File: src/hw/rtl/rcfd_pkg.sv
// ----------------------------------------------------------------------------
// rcfd_pkg
// shared types and constants of the rc link frame decoder
// ----------------------------------------------------------------------------
`default_nettype none

package rcfd_pkg;

	typedef enum logic [2:0] {
		ST_IDLE,
		ST_RAW,
		ST_DERIV,
		ST_STAT,
		ST_HB,
		ST_ZERO
	} state_t;

	localparam logic [1:0] KIND_RAW   = 2'd0;
	localparam logic [1:0] KIND_DERIV = 2'd1;
	localparam logic [1:0] KIND_STAT  = 2'd2;
	localparam logic [1:0] KIND_HB    = 2'd3;

	localparam logic [1:0] CFG_ADDR  = 2'd0;
	localparam logic [1:0] CFG_RC    = 2'd1;
	localparam logic [1:0] CFG_STATS = 2'd2;
	localparam logic [1:0] CFG_HB    = 2'd3;

	localparam int NUM_CH     = 16;
	localparam int USED_BYTES = 25;
	localparam int PAY_BYTES  = 22;
	localparam int PAY_FIRST  = 3;

	localparam logic [3:0] LAST_RAW   = 4'd15;
	localparam logic [3:0] LAST_DERIV = 4'd11;
	localparam logic [3:0] LAST_STAT  = 4'd9;

	typedef logic [10:0] chan_t;
	typedef logic signed [15:0] value_t;

	localparam chan_t CH_LO    = 11'd174;
	localparam chan_t CH_MID   = 11'd992;
	localparam chan_t CH_HI_A  = 11'd1808;
	localparam chan_t CH_HI_B  = 11'd1811;
	localparam chan_t SW_LOW   = 11'd191;
	localparam chan_t SW_HIGH  = 11'd229;
	localparam chan_t SW_NONE  = 11'd0;

	localparam value_t Q8_FULL = 16'sd25600;
	localparam logic signed [18:0] BASE_LO_SYM  = -19'sd81800;
	localparam logic signed [18:0] BASE_HI_ASYM = 19'sd40950;
	localparam logic [6:0] SPAN_FULL = 7'd100;
	localparam logic [6:0] SPAN_HALF = 7'd50;

	// reciprocals for exact floor division of (|q| << 8) by the half-range widths
	localparam int RECIP_SHIFT = 27;
	localparam logic [25:0] RECIP_LO   = 26'(((64'd1 << 35) + 64'd817) / 64'd818);
	localparam logic [25:0] RECIP_HI_A = 26'(((64'd1 << 35) + 64'd815) / 64'd816);
	localparam logic [25:0] RECIP_HI_B = 26'(((64'd1 << 35) + 64'd818) / 64'd819);

	localparam logic [2:0] STICKS = 3'd4;

endpackage

`default_nettype wire

File: src/hw/rtl/rc_link_frame_decoder_top.sv
// ----------------------------------------------------------------------------
// rc_link_frame_decoder_top
// collects link bytes into a frame and decodes rc, statistics and heartbeat
//
// channel   signals                            direction
// in        in_valid/in_ready, rx_byte ...     byte words in
// out       out_valid/out_ready, result_kind   result words out
// cfg       cfg_valid/cfg_ready, cfg_index     register writes
//
// one byte word per cycle; a frame end starts a run of up to 28 result words,
// one per cycle through the output register while out_ready does not stall it
// a frame end word waits in the input register while a run is draining
// stick maps pass the s1 and s2 multiplier registers, hidden behind the raw words
// reset clears the frame buffer, counters and config registers to their defaults
// ----------------------------------------------------------------------------
`default_nettype none

module rc_link_frame_decoder_top import rcfd_pkg::*; #(
	parameter int FRAME_BYTES = 36
) (
	input  wire logic               clk,
	input  wire logic               arst_n,
	input  wire logic               in_valid,
	output logic                    in_ready,
	input  wire logic [7:0]         rx_byte,
	input  wire logic               frame_end,
	input  wire logic               link_online,
	output logic                    out_valid,
	input  wire logic               out_ready,
	output logic [1:0]              result_kind,
	output logic [3:0]              slot,
	output logic signed [15:0]      result_value,
	output logic [31:0]             frames_received,
	output logic                    last_of_run,
	input  wire logic               cfg_valid,
	output logic                    cfg_ready,
	input  wire logic [1:0]         cfg_index,
	input  wire logic [7:0]         cfg_data
);

	localparam int WP_W = $clog2(FRAME_BYTES + 1);

	logic              v_s1;
	logic [7:0]        byte_s1;
	logic              fe_s1;
	logic              online_s1;
	logic              busy;
	logic              take_s1;
	logic              snap_go;

	logic [7:0]        buf_q [USED_BYTES];
	logic [WP_W-1:0]   wp_q;
	logic [7:0]        frame_b [USED_BYTES];

	logic [7:0]        pay_q [PAY_BYTES];
	logic [8*PAY_BYTES-1:0] pay_bits;
	chan_t             ch [NUM_CH];
	logic              online_q;
	logic [31:0]       frames_q;
	logic              match;

	logic [7:0]        addr_q, rc_type_q, stats_type_q, hb_type_q;

	state_t            state_q, state_d;
	logic [3:0]        cnt_q, cnt_d;
	logic              advance;
	logic [1:0]        e_kind;
	logic [3:0]        e_slot;
	value_t            e_val;
	value_t            deriv_val;
	logic              e_last;

	logic              out_valid_q;
	logic [1:0]        kind_q;
	logic [3:0]        slot_q;
	value_t            value_q;
	logic [31:0]       count_q;
	logic              last_q;

	// stick unit
	logic [2:0]        sc_q;
	chan_t             sv;
	logic              s_hib, s_asym, s_lower, s_lowc, s_highc;
	chan_t             s_off;
	logic [6:0]        s_span;
	logic [17:0]       s_ospan;
	logic signed [18:0] s_base, s_q, s_abs;
	logic [25:0]       s_recip;
	value_t            s_cval;
	logic              stk_v_s1, stk_v_s2;
	logic [16:0]       stk_abs_s1;
	logic [25:0]       stk_recip_s1;
	logic              stk_neg_s1, stk_neg_s2;
	logic              stk_clamp_s1, stk_clamp_s2;
	value_t            stk_cval_s1, stk_cval_s2;
	logic [1:0]        stk_idx_s1, stk_idx_s2;
	logic [42:0]       stk_prod_s2;
	logic [15:0]       stk_quo;
	value_t            stk_val;
	value_t            stick_q [4];

	function automatic value_t tri_sw(input chan_t c);
		value_t r;
		if (c == SW_LOW) r = 16'sd0;
		else if (c == SW_HIGH) r = 16'sd1;
		else if (c == SW_NONE) r = 16'sd2;
		else r = value_t'({5'b0, c});
		return r;
	endfunction

	assign cfg_ready = 1'b1;
	assign busy      = (state_q != ST_IDLE);
	assign in_ready  = !v_s1 || !(fe_s1 && busy);
	assign take_s1   = v_s1 && !(fe_s1 && busy);
	assign snap_go   = take_s1 && fe_s1;

	always_ff @(posedge clk or negedge arst_n) begin
		if (!arst_n) begin
			v_s1 <= 1'b0;
		end else if (in_ready) begin
			v_s1 <= in_valid;
		end
	end

	always_ff @(posedge clk) begin
		if (in_valid && in_ready) begin
			byte_s1   <= rx_byte;
			fe_s1     <= frame_end;
			online_s1 <= link_online;
		end
	end

	always_comb begin
		for (int i = 0; i < USED_BYTES; i++) begin
			frame_b[i] = (wp_q == WP_W'(i)) ? byte_s1 : buf_q[i];
		end
	end

	always_ff @(posedge clk or negedge arst_n) begin
		if (!arst_n) begin
			wp_q <= '0;
			for (int i = 0; i < USED_BYTES; i++) buf_q[i] <= 8'd0;
		end else if (take_s1) begin
			if (fe_s1) begin
				wp_q <= '0;
				for (int i = 0; i < USED_BYTES; i++) buf_q[i] <= 8'd0;
			end else begin
				if (wp_q < WP_W'(FRAME_BYTES)) wp_q <= wp_q + 1'b1;
				for (int i = 0; i < USED_BYTES; i++) begin
					if (wp_q == WP_W'(i)) buf_q[i] <= byte_s1;
				end
			end
		end
	end

	// configuration registers
	always_ff @(posedge clk or negedge arst_n) begin
		if (!arst_n) begin
			addr_q       <= 8'd200;
			rc_type_q    <= 8'd22;
			stats_type_q <= 8'd20;
			hb_type_q    <= 8'd11;
		end else if (cfg_valid) begin
			unique case (cfg_index)
				CFG_ADDR:  addr_q       <= cfg_data;
				CFG_RC:    rc_type_q    <= cfg_data;
				CFG_STATS: stats_type_q <= cfg_data;
				CFG_HB:    hb_type_q    <= cfg_data;
				default:   addr_q       <= addr_q;
			endcase
		end
	end

	assign match = (frame_b[0] == addr_q);

	// frame snapshot
	always_ff @(posedge clk) begin
		if (snap_go) begin
			online_q <= online_s1;
			for (int i = 0; i < PAY_BYTES; i++) pay_q[i] <= frame_b[PAY_FIRST + i];
		end
	end

	always_ff @(posedge clk or negedge arst_n) begin
		if (!arst_n) begin
			frames_q <= 32'd0;
		end else if (snap_go && match) begin
			frames_q <= frames_q + 32'd1;
		end
	end

	always_comb begin
		for (int i = 0; i < PAY_BYTES; i++) pay_bits[8*i +: 8] = pay_q[i];
		for (int k = 0; k < NUM_CH; k++) ch[k] = pay_bits[11*k +: 11];
	end

	// stick maps: select and offset, reciprocal multiply, scale, sign and clamp
	always_ff @(posedge clk or negedge arst_n) begin
		if (!arst_n) begin
			sc_q <= STICKS;
		end else if (snap_go) begin
			sc_q <= 3'd0;
		end else if (sc_q != STICKS) begin
			sc_q <= sc_q + 3'd1;
		end
	end

	always_comb begin
		unique case (sc_q[1:0])
			2'd0: begin sv = ch[3]; s_hib = 1'b0; s_asym = 1'b0; end
			2'd1: begin sv = ch[2]; s_hib = 1'b1; s_asym = 1'b1; end
			2'd2: begin sv = ch[0]; s_hib = 1'b1; s_asym = 1'b0; end
			default: begin sv = ch[1]; s_hib = 1'b0; s_asym = 1'b0; end
		endcase
		s_lower = sv < CH_MID;
		s_lowc  = sv < CH_LO;
		s_highc = sv > (s_hib ? CH_HI_B : CH_HI_A);
		s_off   = s_lower ? (sv - CH_LO) : (sv - CH_MID);
		s_span  = s_asym ? SPAN_HALF : SPAN_FULL;
		s_ospan = 18'(s_off) * 18'(s_span);
		if (s_lower) s_base = s_asym ? 19'sd0 : BASE_LO_SYM;
		else s_base = s_asym ? BASE_HI_ASYM : 19'sd0;
		s_q     = s_base + $signed({1'b0, s_ospan});
		s_abs   = s_q[18] ? -s_q : s_q;
		if (s_lower) s_recip = RECIP_LO;
		else s_recip = s_hib ? RECIP_HI_B : RECIP_HI_A;
		if (s_lowc) s_cval = s_asym ? 16'sd0 : -Q8_FULL;
		else s_cval = Q8_FULL;
	end

	always_ff @(posedge clk or negedge arst_n) begin
		if (!arst_n) begin
			stk_v_s1 <= 1'b0;
			stk_v_s2 <= 1'b0;
		end else begin
			stk_v_s1 <= (sc_q != STICKS);
			stk_v_s2 <= stk_v_s1;
		end
	end

	always_ff @(posedge clk) begin
		stk_abs_s1   <= s_abs[16:0];
		stk_recip_s1 <= s_recip;
		stk_neg_s1   <= s_q[18];
		stk_clamp_s1 <= s_lowc || s_highc;
		stk_cval_s1  <= s_cval;
		stk_idx_s1   <= sc_q[1:0];
		stk_prod_s2  <= 43'(stk_abs_s1) * 43'(stk_recip_s1);
		stk_neg_s2   <= stk_neg_s1;
		stk_clamp_s2 <= stk_clamp_s1;
		stk_cval_s2  <= stk_cval_s1;
		stk_idx_s2   <= stk_idx_s1;
	end

	assign stk_quo = stk_prod_s2[RECIP_SHIFT +: 16];
	assign stk_val = stk_clamp_s2 ? stk_cval_s2 :
		(stk_neg_s2 ? -$signed(stk_quo) : $signed(stk_quo));

	always_ff @(posedge clk) begin
		if (stk_v_s2) stick_q[stk_idx_s2] <= stk_val;
	end

	// derived controls
	always_comb begin
		unique case (cnt_q)
			4'd0, 4'd1, 4'd2, 4'd3: deriv_val = stick_q[cnt_q[1:0]];
			4'd4:  deriv_val = tri_sw(ch[6]);
			4'd5:  deriv_val = tri_sw(ch[7]);
			4'd6:  deriv_val = value_t'({15'd0, ch[4] != SW_LOW});
			4'd7:  deriv_val = value_t'({15'd0, ch[5] != SW_LOW});
			4'd8:  deriv_val = value_t'({15'd0, ch[8] != SW_LOW});
			4'd9:  deriv_val = value_t'({15'd0, ch[9] != SW_LOW});
			4'd10: deriv_val = value_t'({5'd0, ch[11]}) - value_t'({5'd0, SW_LOW});
			4'd11: deriv_val = value_t'({5'd0, ch[10]}) - value_t'({5'd0, SW_LOW});
			default: deriv_val = 16'sd0;
		endcase
	end

	// run sequencer
	assign advance = busy && (!out_valid_q || out_ready);

	always_ff @(posedge clk or negedge arst_n) begin
		if (!arst_n) begin
			state_q <= ST_IDLE;
			cnt_q   <= 4'd0;
		end else begin
			state_q <= state_d;
			cnt_q   <= cnt_d;
		end
	end

	always_comb begin
		state_d = state_q;
		cnt_d   = cnt_q;
		e_kind  = KIND_DERIV;
		e_slot  = cnt_q;
		e_val   = 16'sd0;
		e_last  = 1'b0;
		unique case (state_q)
			ST_IDLE: begin
				if (snap_go) begin
					cnt_d = 4'd0;
					priority if (match && frame_b[2] == rc_type_q) state_d = ST_RAW;
					else if (match && frame_b[2] == stats_type_q) state_d = ST_STAT;
					else if (match && frame_b[2] == hb_type_q) state_d = ST_HB;
					else if (!online_s1) state_d = ST_ZERO;
					else state_d = ST_IDLE;
				end
			end
			ST_RAW: begin
				e_kind = KIND_RAW;
				e_val  = value_t'({5'd0, ch[cnt_q]});
				if (advance) begin
					cnt_d = cnt_q + 4'd1;
					if (cnt_q == LAST_RAW) state_d = ST_DERIV;
				end
			end
			ST_DERIV: begin
				e_val  = online_q ? deriv_val : 16'sd0;
				e_last = (cnt_q == LAST_DERIV);
				if (advance) begin
					cnt_d = e_last ? 4'd0 : cnt_q + 4'd1;
					if (e_last) state_d = ST_IDLE;
				end
			end
			ST_STAT: begin
				e_kind = KIND_STAT;
				if (cnt_q == 4'd3 || cnt_q == LAST_STAT)
					e_val = value_t'(signed'(pay_q[{1'b0, cnt_q}]));
				else
					e_val = value_t'({8'd0, pay_q[{1'b0, cnt_q}]});
				e_last = (cnt_q == LAST_STAT) && online_q;
				if (advance) begin
					if (cnt_q == LAST_STAT) begin
						cnt_d   = 4'd0;
						state_d = online_q ? ST_IDLE : ST_ZERO;
					end else begin
						cnt_d = cnt_q + 4'd1;
					end
				end
			end
			ST_HB: begin
				e_kind = KIND_HB;
				e_slot = 4'd0;
				e_val  = value_t'({8'd0, pay_q[0]});
				e_last = online_q;
				if (advance) begin
					cnt_d   = 4'd0;
					state_d = online_q ? ST_IDLE : ST_ZERO;
				end
			end
			ST_ZERO: begin
				e_last = (cnt_q == LAST_DERIV);
				if (advance) begin
					cnt_d = e_last ? 4'd0 : cnt_q + 4'd1;
					if (e_last) state_d = ST_IDLE;
				end
			end
			default: begin
				state_d = ST_IDLE;
			end
		endcase
	end

	// output register
	always_ff @(posedge clk or negedge arst_n) begin
		if (!arst_n) begin
			out_valid_q <= 1'b0;
		end else if (advance) begin
			out_valid_q <= 1'b1;
		end else if (out_ready) begin
			out_valid_q <= 1'b0;
		end
	end

	always_ff @(posedge clk) begin
		if (advance) begin
			kind_q  <= e_kind;
			slot_q  <= e_slot;
			value_q <= e_val;
			count_q <= frames_q;
			last_q  <= e_last;
		end
	end

	assign out_valid       = out_valid_q;
	assign result_kind     = kind_q;
	assign slot            = slot_q;
	assign result_value    = value_q;
	assign frames_received = count_q;
	assign last_of_run     = last_q;

endmodule

`default_nettype wire

File: config.mk
export PLATFORM = sky130hd
export DESIGN_NAME = rc_link_frame_decoder_top
export DESIGN_NICKNAME = d
export VERILOG_FILES = /design/src/hw/rtl/rcfd_pkg.sv /design/src/hw/rtl/rc_link_frame_decoder_top.sv
export SDC_FILE = /design/constraint.sdc
export NUM_CORES = 2
export LEC_CHECK = 0
export BUFFER_PORTS_ARGS = -buffer_cell sky130_fd_sc_hd__buf_2
export CORE_ASPECT_RATIO = 0.5
export CORE_MARGIN = 8
export CORE_UTILIZATION = 40
export DETAILED_ROUTE_END_ITERATION = 16
export GPL_TIMING_DRIVEN = 0
export SLEW_MARGIN = 0
export SYNTH_ARGS = -nofsm -noshare
export SYNTH_HDL_FRONTEND = slang
export SYNTH_SLANG_ARGS = --single-unit
File: constraint.sdc
create_clock -name clk -period 9.3 [get_ports clk]
set_clock_uncertainty 0.2 [all_clocks]
set_input_delay 0.93 -clock clk [delete_from_list [all_inputs] [get_ports clk]]
set_output_delay 0.93 -clock clk [all_outputs]
set_load 0.05 [all_outputs]
==> metrics.txt <==
# TYPE chip_impl_metric gauge
chip_impl_metric{name="synth_edf_count",unit=""} 306
chip_impl_metric{name="place_congestion",unit=""} 0.951
chip_impl_metric{name="design.die.area",unit="µm²"} 110000
chip_impl_metric{name="cts-root-to-sink-buffers",unit=""} 3
chip_impl_metric{name="wl_per_cell",unit="µm"} 23.2
chip_impl_metric{name="syn_area",unit="µm²"} 39500
chip_impl_metric{name="synth-warning-count",unit=""} 0
chip_impl_metric{name="grt_first_pass_wirelength",unit="µm"} 168000
chip_impl_info{name="grt-busiest-layer",value="met2"} 1
chip_impl_metric{name="floorplan.die.height",unit="µm"} 238
chip_impl_metric{name="layout-drive-gt1-share",unit=""} 0.172
chip_impl_metric{name="final_cell_count_no_fill",unit=""} 4704
chip_impl_metric{name="fp.dieW",unit="µm"} 461
chip_impl_metric{name="vias",unit=""} 26403
chip_impl_metric{name="critical_path.max_fanout",unit=""} 10
chip_impl_metric{name="std_cell_rows",unit=""} 81
chip_impl_info{name="hp-class",value="in -> async"} 1
chip_impl_info{name="crit_slowest_cell",value="a222oi_1"} 1
chip_impl_metric{name="detail-route-antenna-nets",unit=""} 0
chip_impl_metric{name="grt_antenna_before_repair",unit=""} 0
chip_impl_metric{name="antenna_cells",unit=""} 0
chip_impl_info{name="synthFlopType",value="edfxtp_1"} 1
chip_impl_metric{name="synth_area_per_cell",unit="µm²"} 12.5
chip_impl_info{name="final_common_cell",value="inv_1"} 1
chip_impl_metric{name="critical-path-max-stage-delay",unit="ns"} 0.69
chip_impl_metric{name="worst_pin_slew",unit="ns"} 1.43
chip_impl_metric{name="dpl_cell_area",unit="µm²"} 41800
chip_impl_metric{name="yosysTopAreaCellShare",unit=""} 0.232
chip_impl_metric{name="max_freq",unit="MHz"} 114
chip_impl_info{name="tritoncts_clock_tree",value="yes"} 1
chip_impl_info{name="setup.worst_path.start_class",value="flop"} 1
chip_impl_metric{name="number_of_global_route_vias_before_repair",unit=""} 27369
chip_impl_metric{name="core",unit="µm²"} 97900
chip_impl_metric{name="timing.final.crit_share",unit=""} 0.945
chip_impl_info{name="outcome",value="finished clean"} 1
chip_impl_info{name="crit_path_frequent_cell",value="ha_1"} 1
chip_impl_metric{name="final_design_area_no_fill",unit="µm²"} 44200
chip_impl_metric{name="detailedRoute.firstIterationViolations",unit=""} 2803
chip_impl_metric{name="ff2ff_setup_slack",unit="ns"} 0.52
chip_impl_metric{name="finalSetupViolations",unit=""} 0
chip_impl_metric{name="maximum_level_of_the_cts_h_tree",unit=""} 3
chip_impl_metric{name="cts.sink_count",unit=""} 633
chip_impl_info{name="setup_repair_after_global_routing_missed_its_margin",value="false"} 1
chip_impl_info{name="synthDominantAreaCellType",value="edfxtp_1"} 1
chip_impl_info{name="timing.critical_path.to_type",value="flop"} 1
chip_impl_metric{name="hpwl",unit="µm"} 82300
chip_impl_metric{name="detail_route.first_pass.iterations",unit=""} 9
chip_impl_metric{name="synth_async_sr_flop_share",unit=""} 0.436
chip_impl_metric{name="final_nets",unit=""} 3830
chip_impl_metric{name="port-buffer-count",unit=""} 81
chip_impl_metric{name="final_util",unit=""} 0.451
chip_impl_metric{name="detail_route.wirelength",unit="µm"} 109000
chip_impl_metric{name="seq_area_frac_synth",unit=""} 0.433
chip_impl_metric{name="hold_violations",unit=""} 0
chip_impl_info{name="biggest_area_contributors_in_the_synthesized_netlist",value="edfxtp_1 23%, dfrtp_1 17%, fa_1 9.6%, ha_1 9.3%, mux4_2 6.3%"} 1
chip_impl_metric{name="grt_max_degree",unit=""} 112
chip_impl_metric{name="clk_latency",unit="ns"} 0.62
chip_impl_metric{name="routed_via_density",unit=""} 5.61
chip_impl_metric{name="cell_variety_after_synth",unit=""} 82
chip_impl_metric{name="top_level_ports",unit=""} 83
chip_impl_metric{name="global_route.usage.met2",unit=""} 0.314
chip_impl_info{name="type_of_the_worst_setup_path",value="reg -> reg"} 1
chip_impl_info{name="most-common-layout-cells",value="340 x inv_1, 306 x edfxtp_1, 293 x ha_1"} 1
chip_impl_metric{name="cts_made_buffers",unit=""} 66
chip_impl_metric{name="syn_to_final_growth",unit="%"} 11.7
chip_impl_metric{name="drv_cap",unit=""} 0
chip_impl_metric{name="drc",unit=""} 0
chip_impl_metric{name="flip_flop_and_latch_count_after_synthesis",unit=""} 633
chip_impl_metric{name="placed_cells_incl_taps",unit=""} 4583
chip_impl_metric{name="final_report_max_slew_violation_count",unit=""} 0
chip_impl_metric{name="global_route.usage.met3",unit=""} 0.0336
chip_impl_metric{name="cts.hold.buffers_added",unit=""} 0
chip_impl_info{name="worstReg2RegStart",value="sc_q[0]"} 1
chip_impl_metric{name="grtUsageMet1",unit=""} 0.273
chip_impl_metric{name="ff2ff_path_depth",unit=""} 32
chip_impl_info{name="cts_root_buf",value="clkbuf_16"} 1
chip_impl_metric{name="grt_use_total",unit=""} 0.197
chip_impl_metric{name="min_period",unit="ns"} 8.78
chip_impl_metric{name="slew_headroom",unit=""} 0.0396
chip_impl_metric{name="clkTransAtPathRegs",unit="ns"} 0.06
chip_impl_metric{name="grt_remaining_overflow",unit=""} 0
chip_impl_info{name="timing.rr.end",value="stk_abs_s1[13]"} 1
chip_impl_metric{name="start_util",unit=""} 0.404
chip_impl_metric{name="crit_arrival",unit="ns"} 9.10
chip_impl_metric{name="synthesis.instances",unit=""} 3163
chip_impl_metric{name="worstPathRequired",unit="ns"} 9.62
[critical path: cells and delay by family, from the launching register on]
| kind | cells | cell delay, ns |
|---|---|---|
| flip-flops | 1 | 0.44 |
| buffers and inverters | 3 | 0.54 |
| AO/OA/AOI/OAI | 11 | 3.39 |
| adder cells (fa/ha/maj) | 8 | 2.85 |
| multiplexers | 1 | 0.12 |
| XOR/XNOR | 3 | 0.51 |
| AND/OR/NAND/NOR | 6 | 0.64 |
[layout make-up]
cell class	instances	area, µm²
buffer	132	543
clock buffer	82	1780
clock inverter	39	502
fill	8868	53700
inverter	340	1280
multi-input combinational	2059	20600
sequential	633	17100
tap	1328	1660
timing repair buffer	91	622
[flip-flops by register name (all words and copies together), names as in the netlist, 3 cells and up]
name	flops
stk_recip_s1	5
stk_abs_s1	16
stats_type_q	8
result_value	16
sc_q	3
frames_received	32
frames_q	32
stk_prod_s2	16
addr_q	8
stk_cval_s2	3
state_q	3
stick_q	64
slot	4
buf_q	192
rc_type_q	8
pay_q	176
stk_cval_s1	3
hb_type_q	8
cnt_q	4
byte_s1	8
wp_q	6
[metrics by stage]
stage / worst slack (ns) / TNS (ns) / hold WS [ns]
floorplan: 1.53 / 0 / 0.110
global placement: -3.41 / -462.17 / 0.115
detailed placement: 0.373 / 0 / 0.112
CTS: 0.325 / 0 / 0.127
global route: 0.0310 / 0 / 0.131
finish: 0.516 / 0 / 0.127
[cells in the mapped netlist (80+ instances only)]
master / count
edfxtp_1: 306
o21ai_0: 81
ha_1: 293
xnor2_1: 80
clkbuf_1: 99
a22o_1: 188
mux4_2: 111
mux2_2: 213
nand2_1: 127
inv_1: 340
nor2_1: 119
dfrtp_1: 264
a21oi_1: 86
fa_1: 189
[how the worst max path moves through the flow]
stage,from,to,slack (ns)
after floorplan,sc_q[0],stk_abs_s1[9],1.53
after global placement,state_q[1],frames_q[13],-3.41
after detailed placement,sc_q[1],stk_abs_s1[14],0.37
after CTS,sc_q[1],stk_abs_s1[14],0.33
after global routing,sc_q[0],stk_abs_s1[11],0.03
final,sc_q[0],stk_abs_s1[13],0.52
[logic make-up after synthesis]
family,synth area share
flip-flops,0.433
AND/OR/NAND/NOR,0.0721
AO/OA/AOI/OAI,0.0990
adder cells (fa/ha/maj),0.188
buffers and inverters,0.0459
multiplexers,0.128
XOR/XNOR,0.0329
other,0.000190
[metal layers]
metal,up-vias,part of all wire
met5,-,0
met4,0,0.037
met3,249,0.064
met2,912,0.45
met1,13426,0.44
li1,11816,-
[repair_timing]
| item | in CTS | in global routing |
|---|---|---|
| resized for setup | 0 | 4 |
| setup buffers | 0 | 1 |
| endpoints found under the hold margin | 0 | 0 |
| endpoints found under the setup margin | 0 | 16 |
Power is left out: the tool's default activity adds up to more than one toggle a clock period on the data nets, which glitch-free logic cannot reach.
